File: src/line_rasterizer_assert.svh
// ----------------------------------------------------------------------------
// Line rasteriser assertion macros
// Concurrent checks on the clock with a synchronous active-high reset.
// Bodies are empty when SYNTH is defined.
// ----------------------------------------------------------------------------
`ifndef LINE_RASTERIZER_ASSERT_SVH
`define LINE_RASTERIZER_ASSERT_SVH
`ifndef SYNTH
`define LRAST_ASSERT_IMPL(name, clk, rst, ante, cons) \
   name: assert property (@(posedge clk) disable iff (rst) (ante) |-> (cons)) \
      else $error("lrast check failed");
`define LRAST_ASSERT_NEXT(name, clk, rst, ante, cons) \
   name: assert property (@(posedge clk) disable iff (rst) (ante) |=> (cons)) \
      else $error("lrast check failed");
`else
`define LRAST_ASSERT_IMPL(name, clk, rst, ante, cons)
`define LRAST_ASSERT_NEXT(name, clk, rst, ante, cons)
`endif
`endif

File: src/lrast_pkg.sv
// ----------------------------------------------------------------------------
// Line rasteriser package
// Command codes and fixed sizes shared by the rasteriser modules.
// ----------------------------------------------------------------------------
`default_nettype none

package lrast_pkg;

   typedef enum logic {
      CMD_START = 1'b0,
      CMD_STEP  = 1'b1
   } cmd_type;

   localparam int COLOR_BITS     = 16;
   localparam int QUEUE_DEPTH    = 4;
   localparam int QUEUE_PTR_BITS = 2;

endpackage

`default_nettype wire

File: src/lrast_front.sv
// ----------------------------------------------------------------------------
// Line rasteriser front end
// Accepts items, registers spans and endpoint order, then classifies the
// line (steep, swap, minor direction) and queues an entry for every item.
// ----------------------------------------------------------------------------
`default_nettype none

module lrast_front import lrast_pkg::*; #(
   parameter int COORD_BITS = 10,
   localparam int ENTRY_BITS = 3 + 6 * COORD_BITS + COLOR_BITS
) (
   input  wire logic                  clock,
   input  wire logic                  reset,
   input  wire logic                  req_valid,
   output logic                       req_stall,
   input  wire logic                  req_cmd,
   input  wire logic [COORD_BITS-1:0] req_x_start,
   input  wire logic [COORD_BITS-1:0] req_y_start,
   input  wire logic [COORD_BITS-1:0] req_x_end,
   input  wire logic [COORD_BITS-1:0] req_y_end,
   input  wire logic [COLOR_BITS-1:0] req_line_color,
   output logic                       push_valid,
   input  wire logic                  push_stall,
   output logic [ENTRY_BITS-1:0]      push_data
);

   typedef struct packed {
      cmd_type               cmd;
      logic                  steep;
      logic                  minor_down;
      logic [COORD_BITS-1:0] major_pos;
      logic [COORD_BITS-1:0] minor_pos;
      logic [COORD_BITS-1:0] major_end;
      logic [COORD_BITS-1:0] delta_major;
      logic [COORD_BITS-1:0] delta_minor;
      logic [COORD_BITS-1:0] delta_diff;
      logic [COLOR_BITS-1:0] color;
   } entry_type;

   logic                  valid_ff, valid_in;
   cmd_type               cmd_ff;
   logic [COORD_BITS-1:0] xs_ff, ys_ff, xe_ff, ye_ff;
   logic [COORD_BITS-1:0] dx_ff, dy_ff;
   logic                  x_lt_ff, x_gt_ff, y_lt_ff, y_gt_ff;
   logic [COLOR_BITS-1:0] color_ff;

   logic                  steep, swap, minor_lt, minor_gt;
   logic [COORD_BITS-1:0] ma, mb, na, nb, dmaj, dmin;
   entry_type             entry;

   assign req_stall = valid_ff && push_stall;

   always_comb begin
      valid_in = valid_ff;
      if (!req_stall) begin
         valid_in = req_valid;
      end
   end

   always_ff @(posedge clock) begin
      if (reset) begin
         valid_ff <= 1'b0;
      end else begin
         valid_ff <= valid_in;
      end
   end

   // capture spans and endpoint order
   always_ff @(posedge clock) begin
      if (!req_stall && req_valid) begin
         cmd_ff   <= cmd_type'(req_cmd);
         xs_ff    <= req_x_start;
         ys_ff    <= req_y_start;
         xe_ff    <= req_x_end;
         ye_ff    <= req_y_end;
         color_ff <= req_line_color;
         x_lt_ff  <= req_x_start < req_x_end;
         x_gt_ff  <= req_x_start > req_x_end;
         y_lt_ff  <= req_y_start < req_y_end;
         y_gt_ff  <= req_y_start > req_y_end;
         dx_ff    <= (req_x_start > req_x_end) ? (req_x_start - req_x_end)
                                               : (req_x_end - req_x_start);
         dy_ff    <= (req_y_start > req_y_end) ? (req_y_start - req_y_end)
                                               : (req_y_end - req_y_start);
      end
   end

   always_comb begin
      steep    = dy_ff > dx_ff;
      ma       = steep ? ys_ff : xs_ff;
      mb       = steep ? ye_ff : xe_ff;
      na       = steep ? xs_ff : ys_ff;
      nb       = steep ? xe_ff : ye_ff;
      minor_lt = steep ? x_lt_ff : y_lt_ff;
      minor_gt = steep ? x_gt_ff : y_gt_ff;
      swap     = steep ? y_gt_ff : x_gt_ff;
      dmaj     = steep ? dy_ff : dx_ff;
      dmin     = steep ? dx_ff : dy_ff;

      entry.cmd         = cmd_ff;
      entry.steep       = steep;
      entry.major_pos   = swap ? mb : ma;
      entry.major_end   = swap ? ma : mb;
      entry.minor_pos   = swap ? nb : na;
      entry.minor_down  = swap ? !minor_gt : !minor_lt;
      entry.delta_major = dmaj;
      entry.delta_minor = dmin;
      entry.delta_diff  = dmaj - dmin;
      entry.color       = color_ff;
   end

   assign push_valid = valid_ff;
   assign push_data  = entry;

endmodule

`default_nettype wire

File: src/lrast_queue.sv
// ----------------------------------------------------------------------------
// Line rasteriser queue
// Small in-order FIFO of setup and step entries between front and back end.
// ----------------------------------------------------------------------------
`default_nettype none

module lrast_queue import lrast_pkg::*; #(
   parameter int COORD_BITS = 10,
   localparam int ENTRY_BITS = 3 + 6 * COORD_BITS + COLOR_BITS
) (
   input  wire logic                  clock,
   input  wire logic                  reset,
   input  wire logic                  push_valid,
   output logic                       push_stall,
   input  wire logic [ENTRY_BITS-1:0] push_data,
   output logic                       pop_valid,
   input  wire logic                  pop_stall,
   output logic [ENTRY_BITS-1:0]      pop_data
);

   logic [ENTRY_BITS-1:0]     slot_ff [QUEUE_DEPTH];
   logic [QUEUE_PTR_BITS-1:0] head_ff, head_in, tail_ff, tail_in;
   logic [QUEUE_PTR_BITS:0]   count_ff, count_in;
   logic                      push, pop;

   assign push_stall = count_ff == (QUEUE_PTR_BITS + 1)'(QUEUE_DEPTH);
   assign pop_valid  = count_ff != '0;
   assign push       = push_valid && !push_stall;
   assign pop        = pop_valid && !pop_stall;
   assign pop_data   = slot_ff[head_ff];

   always_comb begin
      head_in  = pop ? head_ff + 1'b1 : head_ff;
      tail_in  = push ? tail_ff + 1'b1 : tail_ff;
      count_in = count_ff;
      if (push && !pop) begin
         count_in = count_ff + 1'b1;
      end else if (pop && !push) begin
         count_in = count_ff - 1'b1;
      end
   end

   always_ff @(posedge clock) begin
      if (reset) begin
         head_ff  <= '0;
         tail_ff  <= '0;
         count_ff <= '0;
      end else begin
         head_ff  <= head_in;
         tail_ff  <= tail_in;
         count_ff <= count_in;
      end
   end

   always_ff @(posedge clock) begin
      if (push) begin
         slot_ff[tail_ff] <= push_data;
      end
   end

endmodule

`default_nettype wire

File: src/lrast_back.sv
// ----------------------------------------------------------------------------
// Line rasteriser back end
// Holds the Bresenham state, loads it on a start entry and, while a line is
// active, emits one pixel per step entry into a registered output stage.
// ----------------------------------------------------------------------------
`default_nettype none

`include "line_rasterizer_assert.svh"

module lrast_back import lrast_pkg::*; #(
   parameter int COORD_BITS = 10,
   localparam int ENTRY_BITS = 3 + 6 * COORD_BITS + COLOR_BITS
) (
   input  wire logic                  clock,
   input  wire logic                  reset,
   input  wire logic                  pop_valid,
   output logic                       pop_stall,
   input  wire logic [ENTRY_BITS-1:0] pop_data,
   output logic                       rsp_valid,
   input  wire logic                  rsp_stall,
   output logic [COORD_BITS-1:0]      rsp_pixel_x,
   output logic [COORD_BITS-1:0]      rsp_pixel_y,
   output logic [COLOR_BITS-1:0]      rsp_pixel_color,
   output logic                       rsp_last_pixel
);

   localparam int ERR_BITS = COORD_BITS + 2;

   typedef struct packed {
      cmd_type               cmd;
      logic                  steep;
      logic                  minor_down;
      logic [COORD_BITS-1:0] major_pos;
      logic [COORD_BITS-1:0] minor_pos;
      logic [COORD_BITS-1:0] major_end;
      logic [COORD_BITS-1:0] delta_major;
      logic [COORD_BITS-1:0] delta_minor;
      logic [COORD_BITS-1:0] delta_diff;
      logic [COLOR_BITS-1:0] color;
   } entry_type;

   entry_type             entry;
   logic                  busy_ff, busy_in;
   logic                  steep_ff, steep_in;
   logic                  minor_down_ff, minor_down_in;
   logic [COORD_BITS-1:0] major_pos_ff, major_pos_in;
   logic [COORD_BITS-1:0] minor_pos_ff, minor_pos_in;
   logic [COORD_BITS-1:0] major_end_ff, major_end_in;
   logic [COORD_BITS-1:0] delta_minor_ff, delta_minor_in;
   logic [COORD_BITS-1:0] delta_diff_ff, delta_diff_in;
   logic [ERR_BITS-1:0]   error_ff, error_in;
   logic [COLOR_BITS-1:0] color_ff, color_in;

   logic                  rsp_valid_ff, rsp_valid_in;
   logic [COORD_BITS-1:0] rsp_x_ff, rsp_y_ff;
   logic [COLOR_BITS-1:0] rsp_color_ff;
   logic                  rsp_last_ff;

   logic                  is_step, produces, out_free, take, load_rsp, last;
   logic [ERR_BITS-1:0]   err_dec, err_inc;

   assign entry     = pop_data;
   assign is_step   = entry.cmd == CMD_STEP;
   assign produces  = is_step && busy_ff;
   assign out_free  = !rsp_valid_ff || !rsp_stall;
   assign pop_stall = produces && !out_free;
   assign take      = pop_valid && !pop_stall;
   assign load_rsp  = take && produces;
   assign last      = major_pos_ff >= major_end_ff;
   assign err_dec   = error_ff - {2'b00, delta_minor_ff};
   assign err_inc   = error_ff + {2'b00, delta_diff_ff};

   always_comb begin
      busy_in        = busy_ff;
      steep_in       = steep_ff;
      minor_down_in  = minor_down_ff;
      major_pos_in   = major_pos_ff;
      minor_pos_in   = minor_pos_ff;
      major_end_in   = major_end_ff;
      delta_minor_in = delta_minor_ff;
      delta_diff_in  = delta_diff_ff;
      error_in       = error_ff;
      color_in       = color_ff;
      if (take && !is_step) begin
         busy_in        = 1'b1;
         steep_in       = entry.steep;
         minor_down_in  = entry.minor_down;
         major_pos_in   = entry.major_pos;
         minor_pos_in   = entry.minor_pos;
         major_end_in   = entry.major_end;
         delta_minor_in = entry.delta_minor;
         delta_diff_in  = entry.delta_diff;
         error_in       = {3'b000, entry.delta_major[COORD_BITS-1:1]};
         color_in       = entry.color;
      end else if (load_rsp) begin
         if (last) begin
            busy_in = 1'b0;
         end else begin
            major_pos_in = major_pos_ff + COORD_BITS'(1);
            if (err_dec[ERR_BITS-1]) begin
               error_in     = err_inc;
               minor_pos_in = minor_down_ff ? minor_pos_ff - COORD_BITS'(1)
                                            : minor_pos_ff + COORD_BITS'(1);
            end else begin
               error_in = err_dec;
            end
         end
      end
   end

   always_ff @(posedge clock) begin
      if (reset) begin
         busy_ff <= 1'b0;
      end else begin
         busy_ff <= busy_in;
      end
   end

   always_ff @(posedge clock) begin
      steep_ff       <= steep_in;
      minor_down_ff  <= minor_down_in;
      major_pos_ff   <= major_pos_in;
      minor_pos_ff   <= minor_pos_in;
      major_end_ff   <= major_end_in;
      delta_minor_ff <= delta_minor_in;
      delta_diff_ff  <= delta_diff_in;
      error_ff       <= error_in;
      color_ff       <= color_in;
   end

   always_comb begin
      rsp_valid_in = rsp_valid_ff && rsp_stall;
      if (load_rsp) begin
         rsp_valid_in = 1'b1;
      end
   end

   always_ff @(posedge clock) begin
      if (reset) begin
         rsp_valid_ff <= 1'b0;
      end else begin
         rsp_valid_ff <= rsp_valid_in;
      end
   end

   always_ff @(posedge clock) begin
      if (load_rsp) begin
         rsp_x_ff     <= steep_ff ? minor_pos_ff : major_pos_ff;
         rsp_y_ff     <= steep_ff ? major_pos_ff : minor_pos_ff;
         rsp_color_ff <= color_ff;
         rsp_last_ff  <= last;
      end
   end

   assign rsp_valid       = rsp_valid_ff;
   assign rsp_pixel_x     = rsp_x_ff;
   assign rsp_pixel_y     = rsp_y_ff;
   assign rsp_pixel_color = rsp_color_ff;
   assign rsp_last_pixel  = rsp_last_ff;

   `LRAST_ASSERT_NEXT(a_last_ends_line, clock, reset, load_rsp && last, !busy_ff)
   `LRAST_ASSERT_IMPL(a_error_nonneg, clock, reset, busy_ff, !error_ff[ERR_BITS-1])
   `LRAST_ASSERT_NEXT(a_major_advance, clock, reset, load_rsp && !last, major_pos_ff == $past(major_pos_ff + COORD_BITS'(1)))

endmodule

`default_nettype wire

File: src/line_rasterizer.sv
// ----------------------------------------------------------------------------
// Line rasteriser
// Bresenham line pixel generator with a start/step item interface.
// ----------------------------------------------------------------------------
// A start item (cmd 0) loads two endpoints and a colour and emits nothing; a
// step item (cmd 1) emits one pixel of the active line, the final one marked
// by last_pixel, and a step with no active line is dropped. A start replaces
// any line still in progress. The block takes one item per clock and gives
// one pixel per clock while no stall holds it: each pixel is a single
// error-term update in the back end. A start passes a registered setup
// stage and a four-entry queue before it reaches the stepping state, so
// items queue behind it without a stall; a step's pixel passes the setup
// register, the queue and the output register before rsp_valid rises.
// Results come from an output register, so the input keeps flowing while a
// pixel waits to be taken, until the queue is full.
// ----------------------------------------------------------------------------
`default_nettype none

module line_rasterizer import lrast_pkg::*; #(
   parameter int COORD_BITS = 10
) (
   input  wire logic                  clock,
   input  wire logic                  reset,
   input  wire logic                  req_valid,
   output logic                       req_stall,
   input  wire logic                  req_cmd,
   input  wire logic [COORD_BITS-1:0] req_x_start,
   input  wire logic [COORD_BITS-1:0] req_y_start,
   input  wire logic [COORD_BITS-1:0] req_x_end,
   input  wire logic [COORD_BITS-1:0] req_y_end,
   input  wire logic [COLOR_BITS-1:0] req_line_color,
   output logic                       rsp_valid,
   input  wire logic                  rsp_stall,
   output logic [COORD_BITS-1:0]      rsp_pixel_x,
   output logic [COORD_BITS-1:0]      rsp_pixel_y,
   output logic [COLOR_BITS-1:0]      rsp_pixel_color,
   output logic                       rsp_last_pixel
);

   localparam int ENTRY_BITS = 3 + 6 * COORD_BITS + COLOR_BITS;

   logic                  push_valid, push_stall, pop_valid, pop_stall;
   logic [ENTRY_BITS-1:0] push_data, pop_data;

   lrast_front #(.COORD_BITS(COORD_BITS)) u_front (
      .clock          (clock),
      .reset          (reset),
      .req_valid      (req_valid),
      .req_stall      (req_stall),
      .req_cmd        (req_cmd),
      .req_x_start    (req_x_start),
      .req_y_start    (req_y_start),
      .req_x_end      (req_x_end),
      .req_y_end      (req_y_end),
      .req_line_color (req_line_color),
      .push_valid     (push_valid),
      .push_stall     (push_stall),
      .push_data      (push_data)
   );

   lrast_queue #(.COORD_BITS(COORD_BITS)) u_queue (
      .clock      (clock),
      .reset      (reset),
      .push_valid (push_valid),
      .push_stall (push_stall),
      .push_data  (push_data),
      .pop_valid  (pop_valid),
      .pop_stall  (pop_stall),
      .pop_data   (pop_data)
   );

   lrast_back #(.COORD_BITS(COORD_BITS)) u_back (
      .clock           (clock),
      .reset           (reset),
      .pop_valid       (pop_valid),
      .pop_stall       (pop_stall),
      .pop_data        (pop_data),
      .rsp_valid       (rsp_valid),
      .rsp_stall       (rsp_stall),
      .rsp_pixel_x     (rsp_pixel_x),
      .rsp_pixel_y     (rsp_pixel_y),
      .rsp_pixel_color (rsp_pixel_color),
      .rsp_last_pixel  (rsp_last_pixel)
   );

endmodule

`default_nettype wire

File: config.mk
export PLATFORM = sky130hd
export DESIGN_NAME = line_rasterizer
export DESIGN_NICKNAME = d
export VERILOG_FILES = /design/src/lrast_pkg.sv /design/src/lrast_front.sv /design/src/lrast_queue.sv /design/src/lrast_back.sv /design/src/line_rasterizer.sv
export VERILOG_INCLUDE_DIRS = /design/src /design/src/src
export SDC_FILE = /design/constraint.sdc
export NUM_CORES = 1
export LEC_CHECK = 0
export BUFFER_PORTS_ARGS = -buffer_cell sky130_fd_sc_hd__buf_2
export CORE_ASPECT_RATIO = 1.4
export CORE_MARGIN = 2
export CORE_UTILIZATION = 45
export DETAILED_ROUTE_END_ITERATION = 8
export SYNTH_ARGS = -nofsm -noshare
export SYNTH_HDL_FRONTEND = slang
export SYNTH_SLANG_ARGS = --single-unit
File: constraint.sdc
create_clock -name clock -period 13.6 [get_ports clock]
set_input_delay 1.36 -clock clock [delete_from_list [all_inputs] [get_ports clock]]
set_output_delay 1.36 -clock clock [all_outputs]
set_load 0.02 [all_outputs]
* Yosys cells after proc, flatten, opt, wreduce, memory -nomap -nowiden
Memories as Yosys holds them, arrays and structs flattened. A register that Yosys moved wholly into a read port is not among the register bits. Index checks and enable logic that the tools add are counted.
Cells by class: $add $sub $neg 14, magnitude comparators 6, equality and inequality tests 2, muxes and demuxes 39, bitwise operators 1, reductions and logical operators 32
Operator list (count):
- $mux 10 | 21
- $sub 10x10->10 | 5
- $gt 10x10->1 | 3
- $mux 9 | 3
- $add 10x1->10 const B | 2
- $lt 10x10->1 | 2
- $add 12x10->12 | 1
- $mux 12 | 1
- $sub 12x10->12 | 1
- $logic_and 1x1->1 | 11
- $logic_not 1->1 | 11
- $ge 10x10->1 | 1
- $mux 1 | 10
- $sub 10x1->10 const B | 1
- $reduce_bool 2->1 | 4
- $mux 3 | 2
- $reduce_and 2->1 | 3
- $add 2x1->2 const B | 2
- $mux 2 | 2
- $add 3x1->3 const B | 1
- $eq 3x3->1 const B | 1
- $reduce_and 3->1 | 1
- $reduce_bool 3->1 | 1
- $sub 3x1->3 const B | 1
- 3 further kinds | 3
Word-level totals: register bits 208, memory bits (writable) 316, bits of input ports 61, word-level logic and storage cells 127, memories 1
Memories:
- u_queue.slot_ff | words 4, width 79, rd ports 1, clocked after Yosys merged registers in 1, write ports 1, RTL line lrast_queue.sv:21 | logic [ENTRY_BITS-1:0] slot_ff [QUEUE_DEPTH];

* Depth between registers and ports, before layout
depth after elaboration 9, depth in mapped cells 17, mapped depth without buffers 16

* Hierarchy
From an unflattened synthesis, not the netlist that was laid out.
Second synthesis, totals: cells, all modules 1487, area, all modules 23452.5 um2
By module, submodules not included:
- lrast_queue | instances 1, cells an instance 464, area an instance 11848.9 um2, sequential area each 9669.3 um2
- lrast_back | instances 1, cells an instance 475, area an instance 5898.2 um2, sequential area each 3523.4 um2
- lrast_front | instances 1, cells an instance 548, area an instance 5705.5 um2, sequential area each 2452.4 um2

* Worst setup path before layout
Ideal clock, no wire load.
kind input-to-reg, start in rsp_stall, end reg u_back.error_ff[0], enable pin, arrival time 5143 ps, slack 8080 ps, stages 4, buffers on the path 0, path through nand2_1 > nor3b_1 > nand2_1 > nand2_1
On the way: word-level cells in the longest chain between the ends 9
RTL lines:
- from (decl) | RTL line line_rasterizer.sv:33 | input wire logic rsp_stall,
- $logic_not 1->1 | RTL line lrast_back.sv:65 | assign out_free = !rsp_valid_ff || !rsp_stall;
- $logic_or 1x1->1 | RTL line lrast_back.sv:65
- $logic_not 1->1 | RTL line lrast_back.sv:66 | assign pop_stall = produces && !out_free;
- $logic_and 1x1->1 | RTL line lrast_back.sv:66
- $logic_not 1->1 | RTL line lrast_back.sv:67 | assign take = pop_valid && !pop_stall;
- $logic_and 1x1->1 | RTL line lrast_back.sv:67
- $logic_and 1x1->1 | RTL line lrast_back.sv:68 | assign load_rsp = take && produces;
- net u_back.load_rsp | RTL line lrast_back.sv:59 | logic is_step, produces, out_free, take, load_rsp, last;
- $reduce_bool 2->1 (no line)
- $reduce_and 2->1 (no line)
- to (signal assigned) | RTL line lrast_back.sv:127 | error_ff <= error_in;
- to (decl) | RTL line lrast_back.sv:51 | logic [ERR_BITS-1:0] error_ff, error_in;
The timed path passes the listed nets, and every way through them passes these cells. A chain may end at the register's enable or synchronous reset.

* Worst setup path in the final report
start reg u_front.dx_ff[1], end mem u_queue.slot_ff[1][24] in the netlist's numbering, data pin
On the way: word-level cells in the longest chain between the ends 3
RTL lines:
- from (decl) | RTL line lrast_front.sv:43 | logic [COORD_BITS-1:0] dx_ff, dy_ff;
- from (signal assigned) | RTL line lrast_front.sv:81 | dx_ff <= (req_x_start > req_x_end) ? (req_x_start - req_x_end)
- $gt 10x10->1 | RTL line lrast_front.sv:89 | steep = dy_ff > dx_ff;
- $mux 10, on equally long branches | RTL line lrast_front.sv:97, lrast_front.sv:98
- $sub 10x10->10 * | RTL line lrast_front.sv:108 | entry.delta_diff = dmaj - dmin;
- net push_data[24] | RTL line line_rasterizer.sv:43 | logic [ENTRY_BITS-1:0] push_data, pop_data;
- to (decl) | RTL line lrast_queue.sv:21
Mark *: on every way through the listed nets, which the timed path passes. The rest lies on a longest branch.

==> run metrics <==
worst clock skew=23.2 ps; port buffer count=99; yosys warns=0; FF+latch count, synth=between 500 and 600; Routed WL=between 40000 and 50000 um; Num CTS Buffers=51; pwr/cell area=between 200 and 250 nW/um^2; drt first pass iters=5; Vias=about 12000; Gate power share=between 30% and 40%; Internal=around 3.8 mW; worst-skew pair later-pin latency=590 ps; Synth-to-Final Area Change=12.7%; largest net degree at the start of global routing=76; Sw Ratio=32.1%; Avg Synthesized Cell Area=between 15 and 20 um^2; DRC=0; DR iter-0 viols=between 600 and 700; CTS tree=done; H-tree lvl count=2; clk buf depth=3; max-slew violations=0; Seq/Total Area, Yosys=66.8%; Max Cap Violations=0; Worst EP required=between 10000 and 15000 ps; Worst-path clk slew=~60 ps; clk sinks=522; chip height=about 270 um; Top-Level Pins=100; slew margin rel.=between 20% and 30%; Hold Fails Final Rpt=0; worst r2r src=u_front.dx_ff[1]$_DFFE_PP_; Hold Crit Start=u_back.color_ff[8]$_DFFE_PP_; floorplan row count=approximately 100; worst slew pin tran=approximately 1100 ps; Total GRT Usage=17.7%; status=finished, final reports clean; Register Area=15500 um^2; hold buffers post-CTS=0; vias per cell=5.44; multi-input logic area=7150 um^2; Top delay family on crit path=simple AND/OR/NAND/NOR gates; register share of total power=between 40% and 50%; asr flop ratio synth=0%; core area=~51000 um^2; Switching Power=approximately 1.8 mW; leakage power=~9.5 nW; Worst Hold End=u_back.rsp_pixel_color[8]$_DFFE_PP_; overflow left after global routing=0; ranking of synthesized cells by area=edfxtp_1, mux4_2, ha_1; Worst IR Drop VDD=116 uV; slowest cell on the critical path=edfxtp_1; clock power share=approximately a quarter; RD Place Congestion=approximately 0.90; Critical Path AT=5300 ps; CP Launch Type=flip-flop; global-route wire length before repair=between 70000 and 80000 um; Hold WC Path Type=reg2reg; Post-synth EDFFs=a little over 500; number of global-route vias before repair=12938; Worst R2R Path Depth=17; crit path capture type=flip-flop; Synth Instances=1490; post-synth design cell area=23200 um^2; WP buf/inv=3; Cell variety after synth=59; RR Endpoint=u_queue.slot_ff[1][24]$_DFFE_PP_; post-CTS setup buffer count=0; Synth area leader=edfxtp_1; Post-Route Setup TNS=0 ps; Ant. Diodes=0; top-count cell post-synth=edfxtp_1; Max FO, Critical Path=between 40 and 50; cts repair resizes=0; Net Count, Synth=1652; Final HPWL DP=around 31000 um; final worst path period share=between 30% and 40%; Critical Path, Cell by Cell=inv_1, ha_1, nor2b_1, o2111a_1, a211oi_2, or2_2, buf_4, inv_4, or3_1, and2_1, ha_1, nand2_1, nand3_1, a211o_1, or3_1, a31oi_1, xnor2_1; RSZ-0062 raised after global routing=false; final-stage net count=1768; die area=roughly 54000 um^2; worst stage delay on the critical path=430 ps; Die Width=a little under 200 um; fmax=201 MHz; wire per inst=20.2 um; post-synth top area share=65.5%; CTS root buf=clkbuf_16; type of the worst setup path=reg2reg; Final ANT Viol Nets=0; initial antenna violation count=0; Final min period=~5000 ps; layout cells sized above 1=18.7%; Filler cells=approximately 4300; Initial Util=about 46%; final setup vio count=0; WHS Path Cells=0; Synth Flop Type=edfxtp_1; Commonest cells post-synth=edfxtp_1, inv_1, ha_1; setup slack, reg-to-reg=between 8000 and 9000 ps; total chip power=5.67 mW; fin util=51.3%
state kept, by name, indices dropped and copies added (netlist names), 3 cells and up, named ones only:
register                cells
u_back.rsp_pixel_color     16
u_front.ye_ff              10
u_back.minor_pos_ff        10
u_front.dy_ff              10
u_queue.count_ff            3
u_back.error_ff            12
u_front.ys_ff              10
u_back.major_end_ff        10
u_back.delta_minor_ff      10
u_back.rsp_pixel_y         10
u_back.color_ff            16
u_back.major_pos_ff        10
u_front.color_ff           16
u_back.delta_diff_ff       10
u_back.rsp_pixel_x         10
u_queue.slot_ff           312
u_front.dx_ff              10
u_front.xs_ff              10
u_front.xe_ff              10
layer usage:
layer | track usage, % | part of all wire, % | vias to the layer above
li1 | - | - | 5906
met1 | 22.1 | 42 | 6271
met2 | 31.9 | 51 | 251
met3 | 2.67 | 3.9 | 71
met4 | 5.16 | 2.5 | 0
met5 | 0 | 0 | -
cell type report:
| type | count | area share, % |
|---|---|---|
| Inverter | 103 | 1.49 |
| Sequential cell | 522 | 59.3 |
| Clock buffer | 60 | 5.17 |
| Tap cell | 650 | 3.11 |
| Clock inverter | 36 | 1.32 |
| Timing Repair Buffer | 113 | 2.29 |
| Multi-Input combinational cell | 815 | 27.3 |
worst max-delay path by stage:
stage                          startpoint                                to  slack (ps)  depth (start not counted)
5_1_grt        u_front.dx_ff[1]$_DFFE_PP_  u_queue.slot_ff[1][24]$_DFFE_PP_        8210                         17
4_1_cts        u_front.dy_ff[1]$_DFFE_PP_  u_queue.slot_ff[1][24]$_DFFE_PP_        8640                         16
6_report       u_front.dx_ff[1]$_DFFE_PP_  u_queue.slot_ff[1][24]$_DFFE_PP_        8620                         17
3_3_place_gp   u_front.dy_ff[1]$_DFFE_PP_  u_queue.slot_ff[0][24]$_DFFE_PP_        8760                         16
2_1_floorplan                   rsp_stall      u_back.error_ff[0]$_DFFE_PP_        8080                          4
3_5_place_dp   u_front.dy_ff[1]$_DFFE_PP_  u_queue.slot_ff[2][24]$_DFFE_PP_        8650                         16
stage by stage:
step	cells	hold WS (ps)	setup WS, ps	area, um^2
6_report	2299	416	8620	26200
3_3_place_gp	2203	402	8760	24500
5_1_grt	2299	422	8210	26200
2_1_floorplan	1490	400	8080	23200
3_5_place_dp	2203	405	8650	24500
4_1_cts	2299	418	8640	26200
layout by cell type (no fill, tap or decap), types with 30 or more instances in the layout:
master and instances:
mux2i_1 59, nor2_1 62, xnor2_1 30, mux4_2 78
buf_2 99, inv_1 101, clkbuf_16 53, ha_1 93
edfxtp_1 507, nand2_1 81, o21ai_0 69, a21oi_1 80
power by group through the flow:
stage / clock network (mW) / registers (mW) / logic, mW
3_5_place_dp: 0 / 2.47 / 1.85
2_1_floorplan: 0 / 2.42 / 1.38
4_1_cts: 1.45 / 2.43 / 1.86
3_3_place_gp: 0 / 2.46 / 1.81
6_report: 1.41 / 2.43 / 1.83
5_1_grt: 1.51 / 2.46 / 2.04
cells by family after synthesis:
| logic type | Yosys count | share of synthesized area [%] |
|---|---|---|
| xor gates and xnor gates | 56 | 2.11 |
| muxes | 157 | 11.1 |
| buffers and inverters | 153 | 2.55 |
| adders and majority gates | 101 | 5.70 |
| DFF | 522 | 66.8 |
| AOI/OAI and AO/OA | 248 | 6.52 |
| and+or+nand+nor | 253 | 5.25 |
No activity file was read; power rests on OpenSTA's default activity.
